--- src/sv/tcse_queue.sv ---
`timescale 1ns / 1ps

module tcse_queue #(
   parameter int WIDTH = 8
) (
   input  logic             clock,
   input  logic             reset,
   input  logic             push_valid,
   output logic             push_ready,
   input  logic [WIDTH-1:0] push_data,
   output logic             pop_valid,
   input  logic             pop_ready,
   output logic [WIDTH-1:0] pop_data
);

   logic [WIDTH-1:0] mem_ff [2];
   logic             wr_ptr_ff, wr_ptr_in;
   logic             rd_ptr_ff, rd_ptr_in;
   logic [1:0]       count_ff, count_in;
   logic             do_push, do_pop;

   assign push_ready = (count_ff != 2'd2);
   assign pop_valid  = (count_ff != 2'd0);
   assign pop_data   = mem_ff[rd_ptr_ff];
   assign do_push    = push_valid & push_ready;
   assign do_pop     = pop_valid & pop_ready;

   // Advance pointers and occupancy
   always_comb begin
      wr_ptr_in = wr_ptr_ff ^ do_push;
      rd_ptr_in = rd_ptr_ff ^ do_pop;
      count_in  = count_ff;
      if (do_push && !do_pop) begin
         count_in = count_ff + 2'd1;
      end else if (do_pop && !do_push) begin
         count_in = count_ff - 2'd1;
      end
   end

   always_ff @(posedge clock) begin
      if (reset) begin
         wr_ptr_ff <= 1'b0;
         rd_ptr_ff <= 1'b0;
         count_ff  <= 2'd0;
      end else begin
         wr_ptr_ff <= wr_ptr_in;
         rd_ptr_ff <= rd_ptr_in;
         count_ff  <= count_in;
      end
   end

   // Store the pushed transaction
   always_ff @(posedge clock) begin
      if (do_push) begin
         mem_ff[wr_ptr_ff] <= push_data;
      end
   end

endmodule

--- config.mk ---
export PLATFORM = sky130hd
export DESIGN_NAME = tcse_queue
export DESIGN_NICKNAME = d
export VERILOG_FILES = /design/src/sv/tcse_queue.sv
export SDC_FILE = /design/constraint.sdc
export NUM_CORES = 1
export LEC_CHECK = 0
export BUFFER_PORTS_ARGS = -buffer_cell sky130_fd_sc_hd__clkbuf_2
export CORE_MARGIN = 3
export CORE_UTILIZATION = 48
export DETAILED_ROUTE_END_ITERATION = 16
export PLACE_DENSITY = 0.75
export SLEW_MARGIN = 20
export SYNTH_ARGS = -nofsm -noshare
export SYNTH_HDL_FRONTEND = slang
export SYNTH_SLANG_ARGS = --single-unit
--- constraint.sdc ---
create_clock -name clock -period 2 [get_ports clock]
set_input_delay 0.2 -clock clock [delete_from_list [all_inputs] [get_ports clock]]
set_output_delay 0.2 -clock clock [all_outputs]
set_load 0.05 [all_outputs]
==> impl_results.md, run 1 <==
* Status: complete, no violations
* Port Buf Inserts at 21
* H-tree lvl count at 1
* Placed insts at 81
* Number of warning messages in the yosys log at 0
* Gpl congestion at between 0.6 and 0.7
* Die Outline Area at between 2000 and 2500 um^2
* Setup clock skew after layout at between 6 and 7 ps
* Final-layout setup total negative slack at 0 ps
* Critical path arrival at approximately 1500 ps
* Highest attainable clock frequency at 590 MHz
* Worst-path fanout max at 9
* Chip Width at about 46 um
* Headroom to the max-slew limit at between 70% and 80%
* Critical path, cell by cell: mux2_2, clkbuf_2
* Post-synthesis register bit count at 20
* Share of final-layout standard cells stronger than drive strength 1 at 48.6%
* Number of core rows at 13
* Clock insertion delay at the later pin of the skew report at just under 300 ps
* Combinational fraction of design power at about two fifths
* Number of nets still failing antenna checks after routing at 0
* Routed length per placed instance at about 13 um
* Num ports at 22
* Via count of the routed design at ~440
* Share of the cycle needed by the critical path after routing at 84.7%
* Max layer used: met4
* Routed length on met2 at about 550 um
* Distinct cell type count of the synthesized netlist at 14
* Area Growth Syn to Fin at 20.0%
* Vias in the first global route at ~450
* Sequential group share of total power at a little over two fifths
* Filler instances at 108
* Worst Hold Class: input port to flop
* Clock tree root buffer cell: sky130_fd_sc_hd__clkbuf_4
* TritonCTS clock tree: done
* Total GRT Usage at roughly an eighth
* Worst IR Drop VDD at 0.000891 V
* Critical Path Source Type: flop
* Via density at approximately 5.2
* Average cell area after synthesis at roughly 17 um^2
* Met1 wire length at 482 um
* Pleak at approximately 0.38 nW
* Worst EP required at 1800 ps
* Largest net degree at the start of global routing at 12
* Hold_buf cts at 0
* Number of endpoints failing setup at the final stage at 0
* Max stage delay on crit path at around 580 ps
* Final critical-path required period at ~1700 ps
* Wire length of the first global-routing pass at 1.77 mm
* Remaining Overflow, GRT at 0
* Chip Height at 46.2 um
* Std-Cell Core Area at 1400 um^2
* Mapped cell area at approximately 770 um^2
* Pint at 0.826 mW
* Post-CTS setup-driven buffer insertion count at 0
* Critical path start-end classification: flop to output port
* Non-filler cells in the finished layout at 85
* CTS buffer count at 3
* Endpoint kind of the worst setup timing path: output port
* Clock transition time at the flip-flop clock pins of the worst setup and hold paths at ~110 ps
* Ratio of total power to cell area at around 1500 nW/um^2
* Number of antenna violations at the first check in global routing at 0
* Clock Sink Count at 20
* 1st-pass router iterations at 3
* Max-slew violations at 0
* Cell at the slowest stage of the critical path: sky130_fd_sc_hd__dfxtp_1
* Max-cap viol count at 0
* Final-report hold violation count at 0
* Clock tree buffer depth at 2
* Number of cells produced by synthesis at 46
* HPWL reported at the end of detailed placement at 840 um
* Net count after synthesis at 61
* DR iter-0 viols at 11
* DRC violations left at 0
* Post-CTS sizing at 0
* Clock network power share at ~16%
* Pin slew with the least headroom to its limit at approximately 400 ps
* Switching power summed over all nets at between 0.5 and 0.6 mW
* Sum of routed wire length over all layers at around 1.1 mm
* Starting density of the core at 55.4%
* Antenna diode count at 0
* Switching Share at 40.4%
* Total met3 wirelength after detailed routing at a little over 90 um
* RSZ-0062 raised after global routing: no
* Layout Nets at 86
* Proportion of synthesized chip area in sequential cells at 72.4%
## cells in the final DEF, fill, tap and decap left out, drive strengths merged
| master | instances |
|---|---|
| xor2 | 3 |
| ha | 3 |
| clkbuf | 25 |
| a21oi | 1 |
| edfxtp | 16 |
| nor2 | 3 |
| mux2 | 8 |
| or3 | 1 |
| nand2b | 1 |
| o21ai | 2 |
| and2 | 1 |
| inv | 1 |
| dfxtp | 4 |
| or2 | 1 |
## metrics by stage
stage	power, mW	utilization, %	cell area [um^2]	hold slack, ps	worst slack (ps)
after floorplan	1.06	-	774	267	105
after global placement	1.17	63.9	893	390	467
after detailed placement	1.18	63.9	893	393	407
after CTS	1.40	66.5	930	84.4	275
after global routing	1.47	66.5	930	77.8	200
final	1.39	66.5	930	92.7	305
## final timing paths
path,slack (ps),startpoint,depth (start not counted),endpoint
worst max-delay path,310,rd_ptr_ff,2,pop_data[6]
worst min-delay path,90,push_data[5],1,mem_ff[0][5]
worst max register to register,390,count_ff[0],5,count_ff[1]
worst min register to register,530,count_ff[1],2,count_ff[1]
## synth_stat cells
cell	instances	share of area (%)
sky130_fd_sc_hd__ha_1	3	4.8
sky130_fd_sc_hd__mux2_2	8	12
sky130_fd_sc_hd__or2_2	1	0.81
sky130_fd_sc_hd__nand2b_1	1	0.81
sky130_fd_sc_hd__inv_1	1	0.48
sky130_fd_sc_hd__o21ai_0	2	1.3
sky130_fd_sc_hd__and2_1	1	0.81
sky130_fd_sc_hd__dfxtp_1	4	10
sky130_fd_sc_hd__or3_1	1	0.81
sky130_fd_sc_hd__a21oi_1	1	0.65
sky130_fd_sc_hd__buf_2	1	0.65
sky130_fd_sc_hd__nor2_1	3	1.5
sky130_fd_sc_hd__xor2_1	3	3.4
sky130_fd_sc_hd__edfxtp_1	16	62
## cell type report
| cell class | count | area [um^2] | share of cell area [%] |
|---|---|---|---|
| clock buffer | 4 | 36.3 | 3.90 |
| sequential | 20 | 561 | 60.3 |
| multi-input combinational | 24 | 205 | 22.1 |
| tap | 15 | 18.8 | 2.02 |
| inverter | 1 | 3.75 | 0.404 |
| timing repair buffer | 21 | 105 | 11.3 |
## layer usage
metal | up-vias | GRT usage (%)
met5 | - | 0
met4 | 0 | 8.52
met3 | 2 | 3.91
met2 | 16 | 20.9
met1 | 199 | 12.5
li1 | 222 | -
## registers in the layout (all words and copies together) (netlist names)
register   count
rd_ptr_ff      1
mem_ff        16
wr_ptr_ff      1
count_ff       2
## power by group through the flow
stage	combinational (mW)	clock, mW	sequential (mW)
2_1_floorplan	0.492	0	0.571
3_3_place_gp	0.569	0	0.600
3_5_place_dp	0.573	0	0.605
4_1_cts	0.575	0.230	0.595
5_1_grt	0.614	0.250	0.606
6_report	0.569	0.223	0.593
## cell families (layout without fill, tap and decap cells)
group           count (synthesis)  after routing  share of synthesized area (%)
compound gates                  3              3                           1.94
xor+xnor                        3              3                           3.39
fa+ha+maj                       3              3                           4.85
buf+inv                         2             26                           1.13
flops                          20             20                           72.4
mux                             8              8                           11.6
simple gates                    7              7                           4.69
## critical path: cells and delay by family (launching register included)
family                 cells  cell delay, ps
buffers and inverters      1             240
multiplexers               1             390
flip-flops                 1             580
Power figures use the tool's default switching activity.
==> run 2, diff against run 1 <==
--- a/config.mk
+++ b/config.mk
@@ -7,9 +7,9 @@
 export LEC_CHECK = 0
 export BUFFER_PORTS_ARGS = -buffer_cell sky130_fd_sc_hd__clkbuf_2
 export CORE_MARGIN = 3
-export CORE_UTILIZATION = 48
+export CORE_UTILIZATION = 44
 export DETAILED_ROUTE_END_ITERATION = 16
-export PLACE_DENSITY = 0.75
+export PLACE_DENSITY = 0.72
 export SLEW_MARGIN = 20
 export SYNTH_ARGS = -nofsm -noshare
 export SYNTH_HDL_FRONTEND = slang
==> constraint.sdc (replaced) <==
create_clock -name clock -period 1.4 [get_ports clock]
set_input_delay 0.14 -clock clock [delete_from_list [all_inputs] [get_ports clock]]
set_output_delay 0.14 -clock clock [all_outputs]
set_load 0.05 [all_outputs]
==> impl_results.md, run 2 (same netlist as run 1, synthesis figures left out) <==
* Status: finished with violations
* Sum of routed wire length over all layers at approximately 1.3 mm
* Routed length per placed instance at 13.0 um
* Final-layout setup total negative slack at -20.9 ps
* Most common cell after layout, fill and taps aside: sky130_fd_sc_hd__edfxtp_1
* Clock tree root buffer cell: sky130_fd_sc_hd__clkbuf_4
* Chip Height at 48.0 um
* Gpl congestion at just under 0.7
* Number of antenna violations at the first check in global routing at 0
* Share of the cycle needed by the critical path after routing at 101%
* Max-slew violations at 0
* Endpoint kind of the worst setup timing path: flop
* Setup clock skew after layout at 3.93 ps
* Worst Hold Class: input port to flop
* HPWL reported at the end of detailed placement at around 900 um
* Num ports at 22
* Worst EP required at between 1500 and 2000 ps
* Clock tree buffer depth at 2
* Clock transition time at the flip-flop clock pins of the worst setup and hold paths at 100 ps
* Flip-flop count of the largest register, all copies and words added at 16
* Via density at roughly 4.9
* Final-report hold violation count at 0
* Share of final-layout standard cells stronger than drive strength 1 at 61.3%
* Wire length of the first global-routing pass at roughly 1.9 mm
* Combinational fraction of design power at roughly 55%
* TritonCTS clock tree: done
* Pre-CTS setup slack at -121 ps
* Worst-path fanout max at 4
* DRC violations left at 0
* Std-Cell Core Area at around 1600 um^2
* Area Growth Syn to Fin at 48.0%
* Switching power summed over all nets at between 0.8 and 0.9 mW
* Chip Width at approximately 48 um
* Critical path start-end classification: flop to flop
* Max-cap viol count at 0
* Sequential group share of total power at 34.5%
* Antenna diode count at 0
* Final critical-path required period at ~1400 ps
* Number of endpoints failing setup at the final stage at 1
* Hold_buf cts at 0
* Pint at between 1.5 and 2 mW
* Clock Sink Count at 20
* Largest net degree at the start of global routing at 12
* Clock network power share at between 10% and 20%
* Layout Nets at 96
* Commonest non-fill, non-tap cells in the layout: sky130_fd_sc_hd__edfxtp_1, sky130_fd_sc_hd__clkbuf_2, sky130_fd_sc_hd__mux2_4, sky130_fd_sc_hd__buf_8, sky130_fd_sc_hd__buf_4
* Headroom to the max-slew limit at roughly 82%
* Ratio of total power to cell area at ~2100 nW/um^2
* Worst IR Drop VDD at 0.00136 V
* Placed insts at 90
* Starting density of the core at between 40% and 50%
* Total GRT Usage at 12.0%
* Total non-filler cell area in the finished layout at around 1100 um^2
* Violations in the final reports: negative setup slack
* H-tree lvl count at 1
* Register with the most flip-flops: mem_ff
* Number of core rows at 14
* Number of nets still failing antenna checks after routing at 0
* Critical Path Source Type: flop
* Switching Share at 37.2%
* Pin slew with the least headroom to its limit at around 260 ps
* Final worst slack at -20.9 ps
* Via count of the routed design at about 470
* 1st-pass router iterations at 2
* Post-Place Cell Area at between 900 and 1000 um^2
* Die Outline Area at 2300 um^2
* Largest registers: mem_ff (16), count_ff (2)
* Highest attainable clock frequency at about 700 MHz
* Port Buf Inserts at 21
* Clock insertion delay at the later pin of the skew report at 280 ps
* Non-filler cells in the finished layout at between 90 and 100
* RSZ-0062 raised after global routing: yes
* DR iter-0 viols at 3
* Remaining Overflow, GRT at 0
* Vias in the first global route at approximately 470
* Pleak at just under 0.5 nW
* Critical path arrival at ~1600 ps
* CTS buffer count at 3
* Layout Utilization at 72.7%
run 2: cell types whose count changed in the layout (fill, tap and decap cells not counted), sizes merged:
| cell | before | now |
|---|---|---|
| clkbuf | 25 | 16 |
| buf | 0 | 19 |
run 2: path summary, 6_finish.rpt:
kind	end	slack [ps]	depth (start not counted)	startpoint
max reg2reg	count_ff[1]	-20	6	count_ff[0]
min reg2reg	count_ff[1]	520	2	count_ff[1]
min	mem_ff[1][1]	40	1	push_data[1]
max	count_ff[1]	-20	6	count_ff[0]
run 2: critical path, cell delays in order (launching register included):
cell,delay [ps]
sky130_fd_sc_hd__dfxtp_2,350
sky130_fd_sc_hd__nand2b_4,130
sky130_fd_sc_hd__and2_4,150
sky130_fd_sc_hd__ha_4,150
sky130_fd_sc_hd__xor2_1,140
sky130_fd_sc_hd__or3_1,310
sky130_fd_sc_hd__a21oi_1,120
run 2: timing repair:
item,4_1_cts,5_1_grt
buffers inserted,2,0
setup endpoints to repair,10,10
resized for setup,30,10
run 2: metal layers:
layer	global-route usage, %	vias up	part of all wire, %
met2	21.6	12	54
li1	-	238	-
met1	13.8	224	42
met5	0	-	0
met4	3.23	0	0
met3	3.38	0	3.5
run 2: metrics by stage:
| step | total power, mW | hold WS (ps) |
|---|---|---|
| floorplan | 1.57 | 205 |
| global placement | 1.81 | 329 |
| detailed placement | 1.84 | 332 |
| CTS | 2.35 | 30.6 |
| global route | 2.55 | 18.2 |
| finish | 2.42 | 36.6 |
run 2: cell type report:
class                      count  area (um^2)
fill                         105          430
tap                           16         20.0
clock buffer                   4         26.3
inverter                       1         3.75
sequential                    20          564
timing repair buffer          31          274
multi-input combinational     24          258
run 2: power by group through the flow:
| stage | Sequential (mW) | Clock, mW | Combinational (mW) |
|---|---|---|---|
| after floorplan | 0.826 | 0 | 0.742 |
| final | 0.835 | 0.265 | 1.32 |
| after global routing | 0.850 | 0.301 | 1.39 |
| after CTS | 0.834 | 0.272 | 1.24 |
| after detailed placement | 0.839 | 0 | 0.997 |
| after global placement | 0.833 | 0 | 0.980 |
