$ cat src/sv/tcse_pkg.sv
`timescale 1ns / 1ps

package tcse_pkg;

   // Fixed field widths
   localparam int STEP_BITS      = 24;
   localparam int INTERVAL_BITS  = 31;
   localparam int COUNT_BITS     = 25;
   localparam int LEVEL_BITS     = STEP_BITS + INTERVAL_BITS;
   localparam int CSR_INDEX_BITS = 2;
   localparam int CSR_DATA_BITS  = 32;

   // Register map
   typedef enum logic [CSR_INDEX_BITS-1:0] {
      CSR_LEVEL_INTERVAL = 2'd0,
      CSR_LOWEST_STEP    = 2'd1,
      CSR_HIGHEST_STEP   = 2'd2,
      CSR_VERTEX_COUNT   = 2'd3
   } csr_index_type;

   // Front: checks the triangle and works out the range of crossing steps
   typedef enum logic [2:0] {
      FE_IDLE,
      FE_CHECK,
      FE_DIV_MIN,
      FE_SAVE_MIN,
      FE_DIV_MAX,
      FE_PLAN,
      FE_TRIM,
      FE_PUSH
   } front_state_type;

   // Back: walks the levels and interpolates the crossings
   typedef enum logic [2:0] {
      BE_IDLE,
      BE_LEVEL,
      BE_CLASS,
      BE_CROSS,
      BE_WAIT,
      BE_OUT
   } back_state_type;

   // Serial multiply then divide
   typedef enum logic [1:0] {
      MD_IDLE,
      MD_MUL,
      MD_DIV,
      MD_ROUND
   } md_state_type;

endpackage

$ cat src/sv/tcse_front.sv
`timescale 1ns / 1ps

module tcse_front #(
   parameter int CW = 32,
   parameter int VB = 24,
   parameter int MS = 64
) (
   input  logic                                 clock,
   input  logic                                 reset,
   input  logic                                 req_valid,
   output logic                                 req_ready,
   input  logic [3*VB-1:0]                      req_ids,
   input  logic [9*CW-1:0]                      req_coords,
   input  logic [tcse_pkg::INTERVAL_BITS-1:0]   level_interval,
   input  logic [tcse_pkg::STEP_BITS-1:0]       lowest_step,
   input  logic [tcse_pkg::STEP_BITS-1:0]       highest_step,
   input  logic [tcse_pkg::COUNT_BITS-1:0]      vertex_count,
   output logic                                 job_valid,
   input  logic                                 job_ready,
   output logic [3*VB+9*CW+2*tcse_pkg::STEP_BITS:0] job_data
);

   localparam int IB   = tcse_pkg::INTERVAL_BITS;
   localparam int SB   = tcse_pkg::STEP_BITS;
   localparam int FW   = ((CW > SB) ? CW : SB) + 2;
   localparam int IDW  = (VB > tcse_pkg::COUNT_BITS) ? VB : tcse_pkg::COUNT_BITS;
   localparam int CNTW = $clog2(CW);

   tcse_pkg::front_state_type state_ff, state_in;

   logic [3*VB-1:0]       ids_ff, ids_in;
   logic [9*CW-1:0]       coords_ff, coords_in;
   logic [CW-1:0]         dvd_ff, dvd_in;
   logic [IB-1:0]         rem_ff, rem_in;
   logic [CNTW-1:0]       cnt_ff, cnt_in;
   logic                  neg_ff, neg_in;
   logic signed [FW-1:0]  fmin_ff, fmin_in;
   logic signed [FW-1:0]  first_ff, first_in;
   logic signed [FW-1:0]  last_ff, last_in;
   logic [SB-1:0]         fin_ff, fin_in;
   logic                  trunc_ff, trunc_in;

   logic signed [CW-1:0]  z0, z1, z2, zmin, zmax;
   logic [CW-1:0]         zmin_mag, zmax_mag;
   logic [IB:0]           trial;
   logic                  ge;
   logic [FW-1:0]         uq_ext;
   logic signed [FW-1:0]  floor_val;
   logic signed [FW-1:0]  lo_ext, hi_ext, cand_first, span;
   logic                  ids_ok, cfg_ok;

   // Elevations and their extremes
   assign z0 = coords_ff[2*CW +: CW];
   assign z1 = coords_ff[5*CW +: CW];
   assign z2 = coords_ff[8*CW +: CW];

   always_comb begin
      zmin = z0;
      zmax = z0;
      if (z1 < zmin) zmin = z1;
      if (z2 < zmin) zmin = z2;
      if (z1 > zmax) zmax = z1;
      if (z2 > zmax) zmax = z2;
   end

   assign zmin_mag = zmin[CW-1] ? (~zmin + CW'(1)) : zmin;
   assign zmax_mag = zmax[CW-1] ? (~zmax + CW'(1)) : zmax;

   // Screen ids and configuration
   assign ids_ok = (IDW'(ids_ff[0 +: VB]) < IDW'(vertex_count)) &&
                   (IDW'(ids_ff[VB +: VB]) < IDW'(vertex_count)) &&
                   (IDW'(ids_ff[2*VB +: VB]) < IDW'(vertex_count));
   assign cfg_ok = (level_interval != '0) &&
                   ($signed(lowest_step) <= $signed(highest_step));

   // One restoring division step
   assign trial = {rem_ff, dvd_ff[CW-1]};
   assign ge    = (trial >= {1'b0, level_interval});

   // Floor of the finished quotient
   assign uq_ext    = {{(FW-CW){1'b0}}, dvd_ff};
   assign floor_val = neg_ff ? $signed(-uq_ext - FW'(rem_ff != '0)) : $signed(uq_ext);

   assign lo_ext     = {{(FW-SB){lowest_step[SB-1]}}, lowest_step};
   assign hi_ext     = {{(FW-SB){highest_step[SB-1]}}, highest_step};
   assign cand_first = fmin_ff + FW'(1);
   assign span       = last_ff - first_ff;

   assign req_ready = (state_ff == tcse_pkg::FE_IDLE);
   assign job_valid = (state_ff == tcse_pkg::FE_PUSH);
   assign job_data  = {trunc_ff, fin_ff, first_ff[SB-1:0], coords_ff, ids_ff};

   always_comb begin
      state_in  = state_ff;
      ids_in    = ids_ff;
      coords_in = coords_ff;
      dvd_in    = dvd_ff;
      rem_in    = rem_ff;
      cnt_in    = cnt_ff;
      neg_in    = neg_ff;
      fmin_in   = fmin_ff;
      first_in  = first_ff;
      last_in   = last_ff;
      fin_in    = fin_ff;
      trunc_in  = trunc_ff;
      case (state_ff)
         tcse_pkg::FE_IDLE: begin
            if (req_valid) begin
               ids_in    = req_ids;
               coords_in = req_coords;
               state_in  = tcse_pkg::FE_CHECK;
            end
         end
         tcse_pkg::FE_CHECK: begin
            // Drop malformed triangles, a zero interval or an empty level range
            if (ids_ok && cfg_ok) begin
               dvd_in   = zmin_mag;
               neg_in   = zmin[CW-1];
               rem_in   = '0;
               cnt_in   = '0;
               state_in = tcse_pkg::FE_DIV_MIN;
            end else begin
               state_in = tcse_pkg::FE_IDLE;
            end
         end
         tcse_pkg::FE_DIV_MIN, tcse_pkg::FE_DIV_MAX: begin
            rem_in = ge ? IB'(trial - {1'b0, level_interval}) : trial[IB-1:0];
            dvd_in = {dvd_ff[CW-2:0], ge};
            cnt_in = cnt_ff + CNTW'(1);
            if (cnt_ff == CNTW'(CW - 1)) begin
               state_in = (state_ff == tcse_pkg::FE_DIV_MIN) ? tcse_pkg::FE_SAVE_MIN
                                                             : tcse_pkg::FE_PLAN;
            end
         end
         tcse_pkg::FE_SAVE_MIN: begin
            fmin_in  = floor_val;
            dvd_in   = zmax_mag;
            neg_in   = zmax[CW-1];
            rem_in   = '0;
            cnt_in   = '0;
            state_in = tcse_pkg::FE_DIV_MAX;
         end
         tcse_pkg::FE_PLAN: begin
            // Clamp to the configured step range
            first_in = (cand_first < lo_ext) ? lo_ext : cand_first;
            last_in  = (floor_val > hi_ext) ? hi_ext : floor_val;
            state_in = tcse_pkg::FE_TRIM;
         end
         tcse_pkg::FE_TRIM: begin
            if (last_ff < first_ff) begin
               state_in = tcse_pkg::FE_IDLE;
            end else begin
               trunc_in = (span > $signed(FW'(MS - 1)));
               fin_in   = trunc_in ? SB'(first_ff + FW'(MS - 1)) : last_ff[SB-1:0];
               state_in = tcse_pkg::FE_PUSH;
            end
         end
         tcse_pkg::FE_PUSH: begin
            if (job_ready) begin
               state_in = tcse_pkg::FE_IDLE;
            end
         end
         default: begin
            state_in = tcse_pkg::FE_IDLE;
         end
      endcase
   end

   always_ff @(posedge clock) begin
      if (reset) begin
         state_ff <= tcse_pkg::FE_IDLE;
         cnt_ff   <= '0;
      end else begin
         state_ff <= state_in;
         cnt_ff   <= cnt_in;
      end
   end

   always_ff @(posedge clock) begin
      ids_ff    <= ids_in;
      coords_ff <= coords_in;
      dvd_ff    <= dvd_in;
      rem_ff    <= rem_in;
      neg_ff    <= neg_in;
      fmin_ff   <= fmin_in;
      first_ff  <= first_in;
      last_ff   <= last_in;
      fin_ff    <= fin_in;
      trunc_ff  <= trunc_in;
   end

endmodule

$ cat config.mk
export PLATFORM = sky130hd
export DESIGN_NAME = tcse_front
export DESIGN_NICKNAME = d
export VERILOG_FILES = /design/src/sv/tcse_pkg.sv /design/src/sv/tcse_front.sv
export SDC_FILE = /design/constraint.sdc
export NUM_CORES = 1
export LEC_CHECK = 0
export ABC_AREA = 1
export CAP_MARGIN = 20
export CORE_AREA = 4 4 337 339
export DETAILED_ROUTE_END_ITERATION = 10
export DIE_AREA = 0 0 341 343
export DONT_BUFFER_PORTS = 1
export SLEW_MARGIN = 20
export SYNTH_ARGS = -nofsm -noshare
export SYNTH_HDL_FRONTEND = slang
export SYNTH_SLANG_ARGS = --single-unit
$ cat constraint.sdc
create_clock -name clock -period 27 [get_ports clock]
set_input_delay 2.7 -clock clock [delete_from_list [all_inputs] [get_ports clock]]
set_output_delay 2.7 -clock clock [all_outputs]
set_load 0.02 [all_outputs]
==> impl_metrics.ini, run 1 <==
[outcome]
status = finished, final reports clean

[critical_path]
crit_path_max_incr_delay_ns = 0.71
crit_start = coords_ff[95]
path_class = flip-flop to flip-flop
crit_path_end = dvd_ff[26]
worstReg2RegEnd = dvd_ff[26]
reg2reg_from = coords_ff[95]
worstSetupStartpointType = flip-flop
critPathArrivalTime_ns = 8.63
r2r_cells = 30
reg2reg_slack_ns = 18.75
crit_required_ns = 27.38
path_max_fanout = 50
cp_common_cell = nand3_1
endpoint_kind = flip-flop
cp_slowest_cell = o21ai_2

[die]
dieArea_sq_um = 117000
initial_core_util = 0.322
chipWidth_microns = 341
die_h_microns = 343
design.portCount = 879
coreArea_sq_um = 110000
fp-row-count = 122

[sta]
hold_viol = 0
hold_ws_ns = 0.465
min_period_ns = 8.25
max_slew_margin = 0.330
fin_skew_ns = 0.0310
setup_tns_ns = 0
finalCritPeriodShare = 0.305
rsz0062_at_grt = false
setup_viol = 0
worstMarginPinSlew_ns = 1.00
drv_slew = 0
timing.fmax_mhz = 121

[final_layout]
final_nets = 4750
drive_gt1_frac = 0.0536
fillers = 11200
syn2layout_area_growth_pct = 11.3
ff_latch_area_sq_um = 16700
multi_input_area_sq_um = 16400
design_area_sq_um = 39500

[synth]
yosys_warnings = 0
synth_nets = 4757
synthDistinctLibCells = 64
muxShareOfSynthArea = 0
ys_seq_area_frac = 0.470
synth_area_sq_um = 35500
ys.flop_type = edfxtp_1
synthArstFlopShare = 0
synth_edf_count = 551
synth-xor-area-share = 0.0279
synthCells = 3928
synthAdderAreaFrac = 0.128
postSynthAreaPerCell_sq_um = 9.04
synth_top_family_by_area = simple AND/OR/NAND/NOR gates
yosys.area_share.simple = 0.191
ys_ff_latch = 559
synth_compound_gate_area_share = 0.113

[place]
gp_congestion = 1.21
place_hpwl_mm = 129
placed_cell_area_sq_um = 37100
portBuffers = 0

[worst_hold_path]
hold_class = flip-flop to flip-flop

[power_and_ir_drop]
p_per_area_nw_per_um2 = 85.1
p_leak_uw = 0.0166
vdd_drop_max_v = 0.0000827

[clock_tree]
cts_max_path_buffers = 3
cts_hold_repair.buffers = 0
clock_sinks = 559
clk_latency_ns = 0.66
cts-root-buf = clkbuf_16
cts-htree-levels = 3
cts_resized = 0
clk_pin_slew_ns = 0.06
numCtsBuffers = 69
post_cts_buffers = 0
cts_tree = built

[grt]
grt_first_pass_wirelength_mm = 210
overflow = 0
gr-usage-all-layers = 0.256
first_global_vias = 27200
antenna_found_initial = 73
grt_max_degree = 182

[route]
routed-via-count = 29100
vias_per_cell = 5.30
routed_wirelength_mm = 155
drt_iter0_markers = 2524
ant_nets = 0
routedWlPerCell_microns = 28.2
firstDrtPassIters = 5
drcViolationCount = 0

[run]
max_cap_violations = 0
## flip-flops by register name, indices dropped and copies added (netlist names)
signal / count
last_ff: 34
first_ff: 34
trunc_ff: 1
coords_ff: 288
ids_ff: 72
cnt_ff: 5
dvd_ff: 32
neg_ff: 1
state_ff: 3
fin_ff: 24
rem_ff: 31
fmin_ff: 34
## cell usage after synthesis, types with 28 or more instances
| cell type | instances | share of area |
|---|---|---|
| o21ai_0 | 268 | 0.038 |
| nor3_1 | 48 | 0.0068 |
| nand2_1 | 908 | 0.096 |
| clkbuf_1 | 57 | 0.0060 |
| edfxtp_1 | 551 | 0.47 |
| buf_4 | 28 | 0.0059 |
| nand3_1 | 157 | 0.022 |
| xor2_1 | 78 | 0.019 |
| nor2_1 | 240 | 0.025 |
| xnor2_1 | 35 | 0.0086 |
| inv_1 | 503 | 0.053 |
| a21oi_1 | 275 | 0.039 |
| nor4_1 | 36 | 0.0063 |
| ha_1 | 359 | 0.13 |
| nand4_1 | 105 | 0.018 |
## critical path, delay by kind of cell, from the launching register on
| family | cells | cell delay, ns |
|---|---|---|
| flops | 1 | 0.52 |
| simple gates | 15 | 2.66 |
| fa+ha+maj | 2 | 0.60 |
| buf+inv | 4 | 1.42 |
| compound gates | 9 | 2.73 |
## worst min-delay path by stage
stage                           end  slack (ns)      start  cells past startpoint
final                     cnt_ff[4]        0.46  cnt_ff[4]                      2
after global routing      cnt_ff[4]        0.49  cnt_ff[4]                      2
after CTS                 cnt_ff[4]        0.47  cnt_ff[4]                      2
after detailed placement  cnt_ff[4]        0.46  cnt_ff[4]                      2
after global placement    cnt_ff[4]        0.45  cnt_ff[4]                      2
after floorplan           cnt_ff[4]        0.44  cnt_ff[4]                      2
## area by class of cell
type / count / share of cell area
Inverter: 509 / 0.0483
Tap cell: 1488 / 0.0471
Sequential cell: 559 / 0.423
Clock inverter: 40 / 0.0124
Multi-Input combinational cell: 2755 / 0.415
Timing Repair Buffer: 27 / 0.00627
Antenna cell: 44 / 0.00279
Clock buffer: 82 / 0.0449
## layer usage
layer | routed length [microns] | part of all wire | track usage
met2 | 66600 | 0.43 | 0.382
met1 | 58700 | 0.38 | 0.293
met5 | 222 | 0.0014 | 0
met3 | 18500 | 0.12 | 0.121
met4 | 11100 | 0.072 | 0.170
## logic make-up after synthesis
kind of cell    count (synthesis)
compound gates                712
flops                         559
xor+xnor                      113
buf+inv                       614
fa+ha+maj                     361
simple gates                 1569
## cells in the final DEF (no fill, tap or decap), types with 11 or more instances in the layout
cell / synthesis / routed
o21ai_0: 268 / 267
xnor2_1: 35 / 35
xor2_1: 78 / 77
clkinv_1: 2 / 11
clkbuf_1: 57 / 13
nor2_1: 240 / 238
nand3b_1: 15 / 15
nand3_1: 157 / 156
o21bai_1: 15 / 15
edfxtp_1: 551 / 551
nand2_2: 14 / 15
nor4_1: 36 / 34
diode_2: 0 / 44
o221ai_1: 14 / 14
a211oi_1: 16 / 16
o21ai_2: 16 / 16
o21ai_1: 12 / 13
o21a_1: 11 / 11
nor3_1: 48 / 47
inv_1: 503 / 502
a21oi_1: 275 / 275
nand4_1: 105 / 105
a31oi_1: 13 / 13
nand2_1: 908 / 907
ha_1: 359 / 359
clkbuf_16: 0 / 69
o211ai_1: 18 / 18
buf_4: 28 / 24
or2_2: 14 / 14
## through the flow
step	instances	util	total power [uW]	setup WS, ns
global route	5486	0.358	3580	18.01
CTS	5459	0.357	3370	18.84
global placement	5337	0.336	2410	18.78
finish	5504	0.358	3360	18.75
detailed placement	5337	0.336	2410	18.81
floorplan	3928	-	2080	9.50
## where the power goes
part           internal, uW  leakage (uW)  total [uW]  switching, uW
clock network           538       0.00110         941            404
logic                   341        0.0103        1150            806
registers              1090       0.00525        1270            186
total                  1970        0.0166        3360           1390
(Power assumes the default switching activity.)
==> inputs of run 2 (changes only) <==
==> constraint.sdc (replaced) <==
create_clock -name clock -period 8.45 [get_ports clock]
set_input_delay 0.845 -clock clock [delete_from_list [all_inputs] [get_ports clock]]
set_output_delay 0.845 -clock clock [all_outputs]
set_load 0.02 [all_outputs]
==> impl_metrics.ini, run 2 (same netlist as run 1, synthesis figures left out) <==
[outcome]
status = finished, final reports clean

[critical_path]
reg2reg_slack_ns = 0.89
path_max_fanout = 63
path_buf_inv = 3
crit_family = simple AND/OR/NAND/NOR gates
crit_required_ns = 8.84
critPathArrivalTime_ns = 7.95
worstSetupStartpointType = flip-flop
endpoint_kind = flip-flop
cp_slowest_cell = edfxtp_1
cp_common_cell = nand2_1
path_class = flip-flop to flip-flop
crit_path_max_incr_delay_ns = 0.91

[sta]
hold_viol = 0
timing.fmax_mhz = 132
setup_viol = 0
finalCritPeriodShare = 0.894
rsz0062_at_grt = false
fin_skew_ns = 0.0339
min_period_ns = 7.56
hold_ws_ns = 0.264
drv_slew = 0
max_slew_margin = 0.232
worstMarginPinSlew_ns = 1.15

[clock_tree]
numCtsBuffers = 70
post_cts_buffers = 0
cts_hold_repair.buffers = 0
clock_sinks = 559
clk_latency_ns = 0.66
cts-htree-levels = 3
cts_tree = built
clk_pin_slew_ns = 0.06
cts_max_path_buffers = 3
cts-root-buf = clkbuf_16
cts_resized = 0

[final_layout]
largest_reg_flops = 288
final_common_cell = nand2_1
fillers = 11100
syn2layout_area_growth_pct = 11.8
reg.largest.list = coords_ff (288), ids_ff (72)
final_nets = 4755
drive_gt1_frac = 0.0568
regMostFlops = coords_ff
mostFrequentLayoutCells = nand2_1 (907), edfxtp_1 (551), inv_1 (501)

[power_and_ir_drop]
p_total_uw = 10800
p_leak_uw = 0.0167
p_per_area_nw_per_um2 = 273
vdd_drop_max_v = 0.000199

[grt]
antenna_found_initial = 90
use_met2 = 0.375
grt_max_degree = 157
first_global_vias = 27100
gr-usage-all-layers = 0.255
grt_first_pass_wirelength_mm = 209
globalRoute.busiestLayer = met2
use_met3 = 0.123
overflow = 0
met1_usage = 0.291

[die]
dieArea_sq_um = 117000
design.portCount = 879
chipWidth_microns = 341
initial_core_util = 0.322
fp-row-count = 122
die_h_microns = 343
coreArea_sq_um = 110000

[place]
place_hpwl_mm = 128
portBuffers = 0
gp_congestion = 1.16

[route]
drt_iter0_markers = 2549
routedWlPerCell_microns = 27.9
routed-via-count = 29000
routed_wirelength_mm = 155
ant_nets = 0
drcViolationCount = 0
firstDrtPassIters = 6
vias_per_cell = 5.23

[run]
max_cap_violations = 0

[worst_hold_path]
hold_class = primary input to flip-flop
[run 2: cell type report]
class	instances	area [sq um]	share of cell area
Antenna cell	79	198	0.00498
Clock buffer	82	1800	0.0452
Clock inverter	43	581	0.0146
Inverter	509	1910	0.0481
Multi-Input combinational cell	2755	16400	0.413
Sequential cell	559	16700	0.421
Tap cell	1488	1860	0.0469
Timing Repair Buffer	31	258	0.00649
[run 2: path summary, 6_finish.rpt]
check / cells past startpoint / start / end
setup / recovery: 33 / coords_ff[64] / dvd_ff[16]
hold / removal: 1 / reset / cnt_ff[4]
setup reg to reg: 33 / coords_ff[64] / dvd_ff[16]
hold reg to reg: 2 / cnt_ff[4] / cnt_ff[4]
[run 2: worst reg2reg max path, delay by kind of cell, from the launching register on]
family / cells / cell delay, ns
AO/OA/AOI/OAI: 5 / 1.30
adder cells (fa/ha/maj): 2 / 0.64
buffers and inverters: 3 / 0.73
flip-flops: 1 / 0.91
AND/OR/NAND/NOR: 23 / 3.71
[run 2: layer usage]
| layer | vias to the layer above | routed length, microns | part of all wire |
|---|---|---|---|
| met3 | 308 | 19100 | 0.12 |
| met5 | - | 226 | 0.0015 |
| li1 | 13700 | - | - |
| met2 | 1367 | 67000 | 0.43 |
| met4 | 38 | 10300 | 0.066 |
| met1 | 13600 | 58300 | 0.38 |
[run 2: where the power goes]
| part | total (uW) | switching (uW) | internal [uW] | leakage [uW] |
|---|---|---|---|---|
| clock network | 3140 | 1310 | 1830 | 0.00114 |
| logic | 3630 | 2540 | 1090 | 0.0103 |
| registers | 4050 | 576 | 3480 | 0.00525 |
[run 2: metrics by stage]
stage                     cells  worst slack, ns   util  setup TNS (ns)  area, sq um
after floorplan            3928            -1.33      -         -477.76        35500
after global placement     5342             1.06  0.336               0        37100
after detailed placement   5342             1.08  0.336               0        37100
after CTS                  5467             1.04  0.358               0        39500
after global routing       5533            0.346  0.360               0        39700
final                      5546            0.892  0.360               0        39700
