## config.mk

```make
export PLATFORM = sky130hd
export DESIGN_NAME = tcse_back
export DESIGN_NICKNAME = d
export VERILOG_FILES = /design/src/sv/tcse_pkg.sv /design/src/sv/tcse_muldiv.sv /design/src/sv/tcse_back.sv
export SDC_FILE = /design/constraint.sdc
export NUM_CORES = 2
export LEC_CHECK = 0
export BUFFER_PORTS_ARGS = -buffer_cell sky130_fd_sc_hd__buf_2
export CORE_MARGIN = 2
export CORE_UTILIZATION = 43
export DETAILED_ROUTE_END_ITERATION = 16
export GPL_ROUTABILITY_DRIVEN = 1
export MAX_ROUTING_LAYER = met4
export PLACE_DENSITY = 0.73
export SYNTH_ARGS = -nofsm -noshare
export SYNTH_HDL_FRONTEND = slang
export SYNTH_SLANG_ARGS = --single-unit
```

## constraint.sdc

```tcl
create_clock -name clock -period 34 [get_ports clock]
set_clock_uncertainty 0.15 [all_clocks]
set_input_delay 6.8 -clock clock [delete_from_list [all_inputs] [get_ports clock]]
set_output_delay 6.8 -clock clock [all_outputs]
set_load 0.005 [all_outputs]
```

## src/sv/tcse_pkg.sv

```systemverilog
`timescale 1ns / 1ps

package tcse_pkg;

   // Fixed field widths
   localparam int STEP_BITS      = 24;
   localparam int INTERVAL_BITS  = 31;
   localparam int COUNT_BITS     = 25;
   localparam int LEVEL_BITS     = STEP_BITS + INTERVAL_BITS;
   localparam int CSR_INDEX_BITS = 2;
   localparam int CSR_DATA_BITS  = 32;

   // Register map
   typedef enum logic [CSR_INDEX_BITS-1:0] {
      CSR_LEVEL_INTERVAL = 2'd0,
      CSR_LOWEST_STEP    = 2'd1,
      CSR_HIGHEST_STEP   = 2'd2,
      CSR_VERTEX_COUNT   = 2'd3
   } csr_index_type;

   // Front: checks the triangle and works out the range of crossing steps
   typedef enum logic [2:0] {
      FE_IDLE,
      FE_CHECK,
      FE_DIV_MIN,
      FE_SAVE_MIN,
      FE_DIV_MAX,
      FE_PLAN,
      FE_TRIM,
      FE_PUSH
   } front_state_type;

   // Back: walks the levels and interpolates the crossings
   typedef enum logic [2:0] {
      BE_IDLE,
      BE_LEVEL,
      BE_CLASS,
      BE_CROSS,
      BE_WAIT,
      BE_OUT
   } back_state_type;

   // Serial multiply then divide
   typedef enum logic [1:0] {
      MD_IDLE,
      MD_MUL,
      MD_DIV,
      MD_ROUND
   } md_state_type;

endpackage

```

## src/sv/tcse_muldiv.sv

```systemverilog
`timescale 1ns / 1ps

module tcse_muldiv #(
   parameter int DW = 33
) (
   input  logic          clock,
   input  logic          reset,
   input  logic          start,
   input  logic [DW-1:0] mag,
   input  logic [DW-1:0] num,
   input  logic [DW-1:0] den,
   output logic          done,
   output logic [DW-1:0] quo
);

   localparam int CNTW = $clog2(DW);

   tcse_pkg::md_state_type state_ff, state_in;

   logic [DW-1:0]   mag_ff, mag_in;
   logic [DW-1:0]   num_ff, num_in;
   logic [DW-1:0]   den_ff, den_in;
   logic [2*DW-1:0] prod_ff, prod_in;
   logic [DW-1:0]   rem_ff, rem_in;
   logic [DW-1:0]   quo_ff, quo_in;
   logic [CNTW-1:0] cnt_ff, cnt_in;

   logic [2*DW-1:0] prod_step;
   logic [DW:0]     trial;
   logic            ge;
   logic            round_up;

   // Shift-and-add, most significant multiplier bit first
   assign prod_step = {prod_ff[2*DW-2:0], 1'b0} +
                      (num_ff[DW-1] ? {{DW{1'b0}}, mag_ff} : '0);

   // Restoring division over the low product bits
   assign trial    = {rem_ff, prod_ff[DW-1]};
   assign ge       = (trial >= {1'b0, den_ff});
   assign round_up = ({rem_ff, 1'b0} >= {1'b0, den_ff});

   assign done = (state_ff == tcse_pkg::MD_ROUND);
   assign quo  = quo_ff + DW'(round_up);

   always_comb begin
      state_in = state_ff;
      mag_in   = mag_ff;
      num_in   = num_ff;
      den_in   = den_ff;
      prod_in  = prod_ff;
      rem_in   = rem_ff;
      quo_in   = quo_ff;
      cnt_in   = cnt_ff;
      case (state_ff)
         tcse_pkg::MD_IDLE: begin
            if (start) begin
               mag_in   = mag;
               num_in   = num;
               den_in   = den;
               prod_in  = '0;
               cnt_in   = '0;
               state_in = tcse_pkg::MD_MUL;
            end
         end
         tcse_pkg::MD_MUL: begin
            prod_in = prod_step;
            num_in  = {num_ff[DW-2:0], 1'b0};
            cnt_in  = cnt_ff + CNTW'(1);
            if (cnt_ff == CNTW'(DW - 1)) begin
               rem_in   = prod_step[2*DW-1:DW];
               cnt_in   = '0;
               state_in = tcse_pkg::MD_DIV;
            end
         end
         tcse_pkg::MD_DIV: begin
            rem_in  = ge ? DW'(trial - {1'b0, den_ff}) : trial[DW-1:0];
            quo_in  = {quo_ff[DW-2:0], ge};
            prod_in = {prod_ff[2*DW-2:0], 1'b0};
            cnt_in  = cnt_ff + CNTW'(1);
            if (cnt_ff == CNTW'(DW - 1)) begin
               state_in = tcse_pkg::MD_ROUND;
            end
         end
         tcse_pkg::MD_ROUND: begin
            state_in = tcse_pkg::MD_IDLE;
         end
         default: begin
            state_in = tcse_pkg::MD_IDLE;
         end
      endcase
   end

   always_ff @(posedge clock) begin
      if (reset) begin
         state_ff <= tcse_pkg::MD_IDLE;
         cnt_ff   <= '0;
      end else begin
         state_ff <= state_in;
         cnt_ff   <= cnt_in;
      end
   end

   always_ff @(posedge clock) begin
      mag_ff  <= mag_in;
      num_ff  <= num_in;
      den_ff  <= den_in;
      prod_ff <= prod_in;
      rem_ff  <= rem_in;
      quo_ff  <= quo_in;
   end

endmodule

```

## src/sv/tcse_back.sv

```systemverilog
`timescale 1ns / 1ps

module tcse_back #(
   parameter int CW = 32,
   parameter int VB = 24
) (
   input  logic                                     clock,
   input  logic                                     reset,
   input  logic                                     job_valid,
   output logic                                     job_ready,
   input  logic [3*VB+9*CW+2*tcse_pkg::STEP_BITS:0] job_data,
   input  logic [tcse_pkg::INTERVAL_BITS-1:0]       level_interval,
   output logic                                     rsp_valid,
   input  logic                                     rsp_ready,
   output logic signed [tcse_pkg::STEP_BITS-1:0]    rsp_level_step,
   output logic signed [CW-1:0]                     rsp_level_value,
   output logic signed [CW-1:0]                     rsp_start_x,
   output logic signed [CW-1:0]                     rsp_start_y,
   output logic signed [CW-1:0]                     rsp_end_x,
   output logic signed [CW-1:0]                     rsp_end_y,
   output logic [VB-1:0]                            rsp_start_edge_low,
   output logic [VB-1:0]                            rsp_start_edge_high,
   output logic [VB-1:0]                            rsp_end_edge_low,
   output logic [VB-1:0]                            rsp_end_edge_high,
   output logic                                     rsp_truncated,
   output logic                                     rsp_last
);

   localparam int SB = tcse_pkg::STEP_BITS;
   localparam int LB = tcse_pkg::LEVEL_BITS;
   localparam int DW = CW + 1;
   localparam int VW = 3 * CW;

   tcse_pkg::back_state_type state_ff, state_in;

   logic [3*VB-1:0]      ids_ff, ids_in;
   logic [9*CW-1:0]      coords_ff, coords_in;
   logic signed [SB-1:0] cur_ff, cur_in;
   logic [SB-1:0]        fin_ff, fin_in;
   logic                 trunc_ff, trunc_in;
   logic signed [LB-1:0] level_ff, level_in;
   logic [VW-1:0]        cb_ff [2];
   logic [VW-1:0]        cb_in [2];
   logic [VW-1:0]        ca_ff [2];
   logic [VW-1:0]        ca_in [2];
   logic [VB-1:0]        elo_ff [2];
   logic [VB-1:0]        elo_in [2];
   logic [VB-1:0]        ehi_ff [2];
   logic [VB-1:0]        ehi_in [2];
   logic [CW-1:0]        res_ff [4];
   logic [CW-1:0]        res_in [4];
   logic [1:0]           k_ff, k_in;
   logic                 neg_ff, neg_in;

   logic signed [LB:0]   lvl_prod;
   logic [2:0]           above;
   logic [1:0]           lone, o0, o1;
   logic [1:0]           vb_sel [2];
   logic [1:0]           va_sel [2];
   logic                 one_above;
   logic                 j, c;
   logic signed [CW-1:0] a_c, b_c, za, zb;
   logic signed [DW-1:0] diff_ab, den_w, sum_w;
   logic [DW-1:0]        mag_w;
   logic signed [LB-1:0] num_w;
   logic                 snap;
   logic                 md_start, md_done;
   logic [DW-1:0]        md_quo;

   function automatic logic [VW-1:0] vtx(input logic [1:0] idx, input logic [9*CW-1:0] cs);
      logic [VW-1:0] v;
      case (idx)
         2'd0:    v = cs[0 +: VW];
         2'd1:    v = cs[VW +: VW];
         default: v = cs[2*VW +: VW];
      endcase
      return v;
   endfunction

   function automatic logic [VB-1:0] vid(input logic [1:0] idx, input logic [3*VB-1:0] is);
      logic [VB-1:0] v;
      case (idx)
         2'd0:    v = is[0 +: VB];
         2'd1:    v = is[VB +: VB];
         default: v = is[2*VB +: VB];
      endcase
      return v;
   endfunction

   // Level for the current step
   assign lvl_prod = $signed(cur_ff) * $signed({1'b0, level_interval});

   // Which vertices sit on or above the level
   assign above[0] = ($signed({{(LB-CW){coords_ff[3*CW-1]}}, coords_ff[2*CW +: CW]})
                      >= level_ff);
   assign above[1] = ($signed({{(LB-CW){coords_ff[6*CW-1]}}, coords_ff[5*CW +: CW]})
                      >= level_ff);
   assign above[2] = ($signed({{(LB-CW){coords_ff[9*CW-1]}}, coords_ff[8*CW +: CW]})
                      >= level_ff);
   assign one_above = ($countones(above) == 1);

   // Pick the lone vertex and both edges that meet there
   always_comb begin
      if (one_above) begin
         lone = above[0] ? 2'd0 : (above[1] ? 2'd1 : 2'd2);
      end else begin
         lone = !above[0] ? 2'd0 : (!above[1] ? 2'd1 : 2'd2);
      end
      case (lone)
         2'd0:    begin o0 = 2'd1; o1 = 2'd2; end
         2'd1:    begin o0 = 2'd2; o1 = 2'd0; end
         default: begin o0 = 2'd0; o1 = 2'd1; end
      endcase
      if (one_above) begin
         vb_sel[0] = o0;   va_sel[0] = lone;
         vb_sel[1] = o1;   va_sel[1] = lone;
      end else begin
         vb_sel[0] = lone; va_sel[0] = o0;
         vb_sel[1] = lone; va_sel[1] = o1;
      end
   end

   // Operands of the coordinate in hand
   assign j   = k_ff[1];
   assign c   = k_ff[0];
   assign a_c = c ? ca_ff[j][CW +: CW] : ca_ff[j][0 +: CW];
   assign b_c = c ? cb_ff[j][CW +: CW] : cb_ff[j][0 +: CW];
   assign za  = ca_ff[j][2*CW +: CW];
   assign zb  = cb_ff[j][2*CW +: CW];

   assign snap    = (level_ff >= $signed({{(LB-CW){za[CW-1]}}, za}));
   assign diff_ab = {a_c[CW-1], a_c} - {b_c[CW-1], b_c};
   assign mag_w   = diff_ab[DW-1] ? DW'(-diff_ab) : diff_ab;
   assign num_w   = level_ff - {{(LB-CW){zb[CW-1]}}, zb};
   assign den_w   = {za[CW-1], za} - {zb[CW-1], zb};
   assign sum_w   = neg_ff ? ({b_c[CW-1], b_c} - $signed(md_quo))
                           : ({b_c[CW-1], b_c} + $signed(md_quo));
   assign md_start = (state_ff == tcse_pkg::BE_CROSS) && !snap;

   tcse_muldiv #(
      .DW (DW)
   ) u_muldiv (
      .clock (clock),
      .reset (reset),
      .start (md_start),
      .mag   (mag_w),
      .num   (num_w[DW-1:0]),
      .den   (den_w),
      .done  (md_done),
      .quo   (md_quo)
   );

   assign job_ready = (state_ff == tcse_pkg::BE_IDLE);
   assign rsp_valid = (state_ff == tcse_pkg::BE_OUT);

   assign rsp_level_step      = cur_ff;
   assign rsp_level_value     = level_ff[CW-1:0];
   assign rsp_start_x         = res_ff[0];
   assign rsp_start_y         = res_ff[1];
   assign rsp_end_x           = res_ff[2];
   assign rsp_end_y           = res_ff[3];
   assign rsp_start_edge_low  = elo_ff[0];
   assign rsp_start_edge_high = ehi_ff[0];
   assign rsp_end_edge_low    = elo_ff[1];
   assign rsp_end_edge_high   = ehi_ff[1];
   assign rsp_truncated       = trunc_ff;
   assign rsp_last            = (cur_ff == fin_ff);

   always_comb begin
      logic [VB-1:0] idb;
      logic [VB-1:0] ida;
      state_in  = state_ff;
      ids_in    = ids_ff;
      coords_in = coords_ff;
      cur_in    = cur_ff;
      fin_in    = fin_ff;
      trunc_in  = trunc_ff;
      level_in  = level_ff;
      cb_in     = cb_ff;
      ca_in     = ca_ff;
      elo_in    = elo_ff;
      ehi_in    = ehi_ff;
      res_in    = res_ff;
      k_in      = k_ff;
      neg_in    = neg_ff;
      idb       = '0;
      ida       = '0;
      case (state_ff)
         tcse_pkg::BE_IDLE: begin
            if (job_valid) begin
               ids_in    = job_data[0 +: 3*VB];
               coords_in = job_data[3*VB +: 9*CW];
               cur_in    = job_data[3*VB+9*CW +: SB];
               fin_in    = job_data[3*VB+9*CW+SB +: SB];
               trunc_in  = job_data[3*VB+9*CW+2*SB];
               state_in  = tcse_pkg::BE_LEVEL;
            end
         end
         tcse_pkg::BE_LEVEL: begin
            level_in = lvl_prod[LB-1:0];
            state_in = tcse_pkg::BE_CLASS;
         end
         tcse_pkg::BE_CLASS: begin
            // Latch both edges and their id keys
            for (int e = 0; e < 2; e++) begin
               cb_in[e] = vtx(vb_sel[e], coords_ff);
               ca_in[e] = vtx(va_sel[e], coords_ff);
               idb      = vid(vb_sel[e], ids_ff);
               ida      = vid(va_sel[e], ids_ff);
               elo_in[e] = (idb < ida) ? idb : ida;
               ehi_in[e] = (idb < ida) ? ida : idb;
            end
            k_in     = 2'd0;
            state_in = tcse_pkg::BE_CROSS;
         end
         tcse_pkg::BE_CROSS: begin
            if (snap) begin
               res_in[k_ff] = a_c;
               k_in         = k_ff + 2'd1;
               state_in     = (k_ff == 2'd3) ? tcse_pkg::BE_OUT : tcse_pkg::BE_CROSS;
            end else begin
               neg_in   = diff_ab[DW-1];
               state_in = tcse_pkg::BE_WAIT;
            end
         end
         tcse_pkg::BE_WAIT: begin
            if (md_done) begin
               res_in[k_ff] = sum_w[CW-1:0];
               k_in         = k_ff + 2'd1;
               state_in     = (k_ff == 2'd3) ? tcse_pkg::BE_OUT : tcse_pkg::BE_CROSS;
            end
         end
         tcse_pkg::BE_OUT: begin
            // Hold the result until taken, then advance the level or, after the last, go idle
            if (rsp_ready) begin
               if (cur_ff == fin_ff) begin
                  state_in = tcse_pkg::BE_IDLE;
               end else begin
                  cur_in   = cur_ff + SB'(1);
                  state_in = tcse_pkg::BE_LEVEL;
               end
            end
         end
         default: begin
            state_in = tcse_pkg::BE_IDLE;
         end
      endcase
   end

   always_ff @(posedge clock) begin
      if (reset) begin
         state_ff <= tcse_pkg::BE_IDLE;
         cur_ff   <= '0;
         fin_ff   <= '0;
         k_ff     <= 2'd0;
      end else begin
         state_ff <= state_in;
         cur_ff   <= cur_in;
         fin_ff   <= fin_in;
         k_ff     <= k_in;
      end
   end

   always_ff @(posedge clock) begin
      ids_ff    <= ids_in;
      coords_ff <= coords_in;
      trunc_ff  <= trunc_in;
      level_ff  <= level_in;
      cb_ff     <= cb_in;
      ca_ff     <= ca_in;
      elo_ff    <= elo_in;
      ehi_ff    <= ehi_in;
      res_ff    <= res_in;
      neg_ff    <= neg_in;
   end

endmodule

```

==> impl_metrics.tcl <==
set metrics [dict create \
    path_max_fanout 24 \
    design.portCount 728 \
    post_drt_wl_per_cell_um 23.5 \
    syn_avg_cell_area_um2 10.3 \
    fin_nets 11779 \
    die_area_um2 233000 \
    htreeDepth 4 \
    status "complete, no violations" \
    routed_wl_um 309000 \
    antenna_found_initial 48 \
    synth-seq-cells 1315 \
    fillCellCount 20399 \
    die_h_um 483 \
    r2r_cells 30 \
    slowest_delay_ns 0.60 \
    via_count 76854 \
    leakage_nw 45.8 \
    synthArstFlopShare 0 \
    critPathCaptureType "flip-flop" \
    synth_nets 11321 \
    ys.flop_type "edfxtp_1" \
    design_area_um2 110000 \
    cts_num_sinks 1315 \
    drtAntennaViolNets 0 \
    cts_setup_buffers 0 \
    reg2reg_slack_ns 21.40 \
    drt-pass1-iter-count 7 \
    path_buf_inv 6 \
    synthMuxAreaShare 0.0364 \
    critPathRequiredTime_ns 34.39 \
    core-area_um2 228000 \
    overflow 0 \
    post_cts_resize_count 0 \
    max_freq_mhz 71.0 \
    netlist_instances 9551 \
    synth_edf_count 1254 \
    yosys_warnings 0 \
    grt_pass1_vias 76675 \
    cp_top_family "adder cells" \
    crit_top_cell "fa_1" \
    io_buffer_count 727 \
    hold_violations 0 \
    synth_compound_area_frac 0.124 \
    seq_area_um2 38900 \
    clkTransAtPathRegs_ns 0.06 \
    grtUsageTotal 0.267 \
    placed_area_um2 105000 \
    tightest_slew_ns 1.30 \
    maxSlewViolCount 0 \
    peakVddDrop_v 0.000120 \
    grt_setup_unrepaired "false" \
    crit_slowest_cell "a2111oi_0" \
    syn_area_um2 98600 \
    fin_tns_setup_ns 0 \
    yosysSeqAreaShare 0.394 \
    setup_viol 0 \
    gp_congestion 0.962 \
    grt_max_degree 195 \
    crit_type "input port to flip-flop" \
    drive_gt1_frac 0.122 \
    hp-class "flip-flop to flip-flop" \
    timing.rr.start "level_ff[19]$_DFFE_PP_" \
    min_delay_worst_endpoint "fin_ff[2]$_SDFFE_PP0P_" \
    synth_cell_types 97 \
    syn2layout_area_growth_pct 11.5 \
    cts-root-buf "clkbuf_16" \
    clock_latency_ns 0.83 \
    start_util 0.433 \
    grt_pass1_wl_um 462000 \
    period_share 0.414 \
    drt-vias-per-instance 5.83 \
    power_density_nw_per_um2 98.8 \
    hold_start "fin_ff[2]$_SDFFE_PP0P_" \
    postCtsHoldBufs 0 \
    synth-xor-area-share 0.0308 \
    dp_hpwl_um 228000 \
    slew_headroom 0.135 \
    synth-simple-area-share 0.137 \
    drcViolationCount 0 \
    synth_top_family_by_area "adder cells" \
    start_kind "input port" \
    cts_buffers 149 \
    cts_tree "done" \
    drtIter0Drc 7948 \
    arrival_ns 14.47 \
    die_x_um 483 \
    synth-adder-area-share 0.217 \
    fin_crit_ns 14.08 \
    cts_buffer_depth 3 \
    drv_cap 0 \
    multiInputGateArea_um2 54000 \
    rows 175 \
    hold_path_depth 2 \
    r2r_end "rsp_start_edge_high[22]$_DFFE_PP_" \
]
[flip-flops by register name, summed over array words and instances (netlist names), 33 cells and up]
name,cells
u_muldiv.den_ff,33
ids_ff,72
ca_ff,192
u_muldiv.rem_ff,33
u_muldiv.prod_ff,65
level_ff,55
cb_ff,192
u_muldiv.num_ff,33
coords_ff,288
u_muldiv.mag_ff,33
[through the flow]
stage           util  cells  setup WS [ns]  hold WS, ns  power, mW
2_1_floorplan      -   9551          13.35        0.274       7.25
3_3_place_gp   0.460  12867          19.23        0.305       8.91
3_5_place_dp   0.460  12867          19.16        0.311       9.08
4_1_cts        0.482  13136          20.00        0.319       10.8
5_1_grt        0.482  13173          19.52        0.341       11.6
6_report       0.482  13182          19.92        0.321       10.9
[synth_stat cells, drive strengths merged, types with 61 or more instances]
cell | number | share of area
a21o | 184 | 0.014
nand3 | 122 | 0.0062
ha | 683 | 0.087
a31oi | 68 | 0.0043
inv | 1007 | 0.038
nand4 | 97 | 0.0062
dfxtp | 61 | 0.012
o21ai | 352 | 0.018
mux4 | 64 | 0.015
nor2b | 124 | 0.0079
xor2 | 152 | 0.014
a21oi | 380 | 0.019
nand2b | 82 | 0.0052
edfxtp | 1254 | 0.38
mux2 | 114 | 0.013
clkbuf | 404 | 0.015
xnor2 | 195 | 0.017
and2 | 358 | 0.023
and3 | 71 | 0.0045
o22ai | 134 | 0.0085
a22oi | 347 | 0.026
mux2i | 86 | 0.0087
fa | 643 | 0.13
nand2 | 1424 | 0.054
nor3 | 77 | 0.0039
nor2 | 427 | 0.016
buf | 108 | 0.0058
[cell usage in the layout, fill, tap and decap left out, drive strengths merged, types with 68 or more instances in the layout]
master,Yosys,final
nand2,1424,1424
edfxtp,1254,1254
inv,1007,1017
buf,108,819
ha,683,683
fa,643,643
nor2,427,427
a21oi,380,380
and2,358,358
o21ai,352,352
a22oi,347,347
xnor2,195,195
a21o,184,184
clkbuf,404,177
xor2,152,152
o22ai,134,134
nor2b,124,124
nand3,122,122
mux2,114,114
nand4,97,97
mux2i,86,86
nand2b,82,82
nor3,77,77
and3,71,71
a31oi,68,68
[metal layers]
| metal | vias to the layer above | part of all wire | GRT usage |
|---|---|---|---|
| met3 | 863 | 0.093 | 0.0601 |
| met2 | 3987 | 0.46 | 0.414 |
| li1 | 34278 | - | - |
| met4 | 0 | 0.059 | 0.144 |
| met1 | 37726 | 0.38 | 0.324 |
| met5 | - | 0 | - |
[logic make-up (layout without fill, tap and decap cells)]
logic type                 count (synthesis)  in the layout
xor gates and xnor gates                 347            347
buffers and inverters                   1520           2096
DFF                                     1315           1315
muxes                                    264            264
other                                      0             46
AOI/OAI and AO/OA                       1862           1862
and+or+nand+nor                         2917           2917
adders and majority gates               1326           1326
[worst reg2reg max path, delay by kind of cell (launching register included)]
family	cells	cell delay (ns)
compound gates	13	4.81
simple gates	9	3.57
flops	1	0.76
fa+ha+maj	3	1.22
buf+inv	4	1.43
mux	1	0.45
[final cells by class]
type	instances	area share
antenna	46	0.00105
clock buffer	177	0.0349
clock inverter	92	0.00987
inverter	1008	0.0345
multi-input combinational	6716	0.492
sequential	1315	0.354
tap	3009	0.0343
timing repair buffer	819	0.0396
[worst max-delay path by stage]
stage                        startpoint                        to  slack [ns]  depth (start not counted)
3_3_place_gp          level_interval[5]    level_ff[52]$_DFFE_PP_       19.23                         26
6_report              level_interval[5]    level_ff[52]$_DFFE_PP_       19.92                         26
5_1_grt               level_interval[5]    level_ff[52]$_DFFE_PP_       19.52                         26
3_5_place_dp          level_interval[5]    level_ff[52]$_DFFE_PP_       19.16                         26
4_1_cts               level_interval[5]    level_ff[52]$_DFFE_PP_       20.00                         26
2_1_floorplan  state_ff[0]$_SDFFE_PP0P_  state_ff[1]$_SDFFE_PP0P_       13.35                          5
[power breakdown]
part | internal (mW) | switching, mW
clock network | 0.925 | 0.717
logic | 2.45 | 4.07
registers | 2.46 | 0.226
Power figures use the tool's default switching activity.
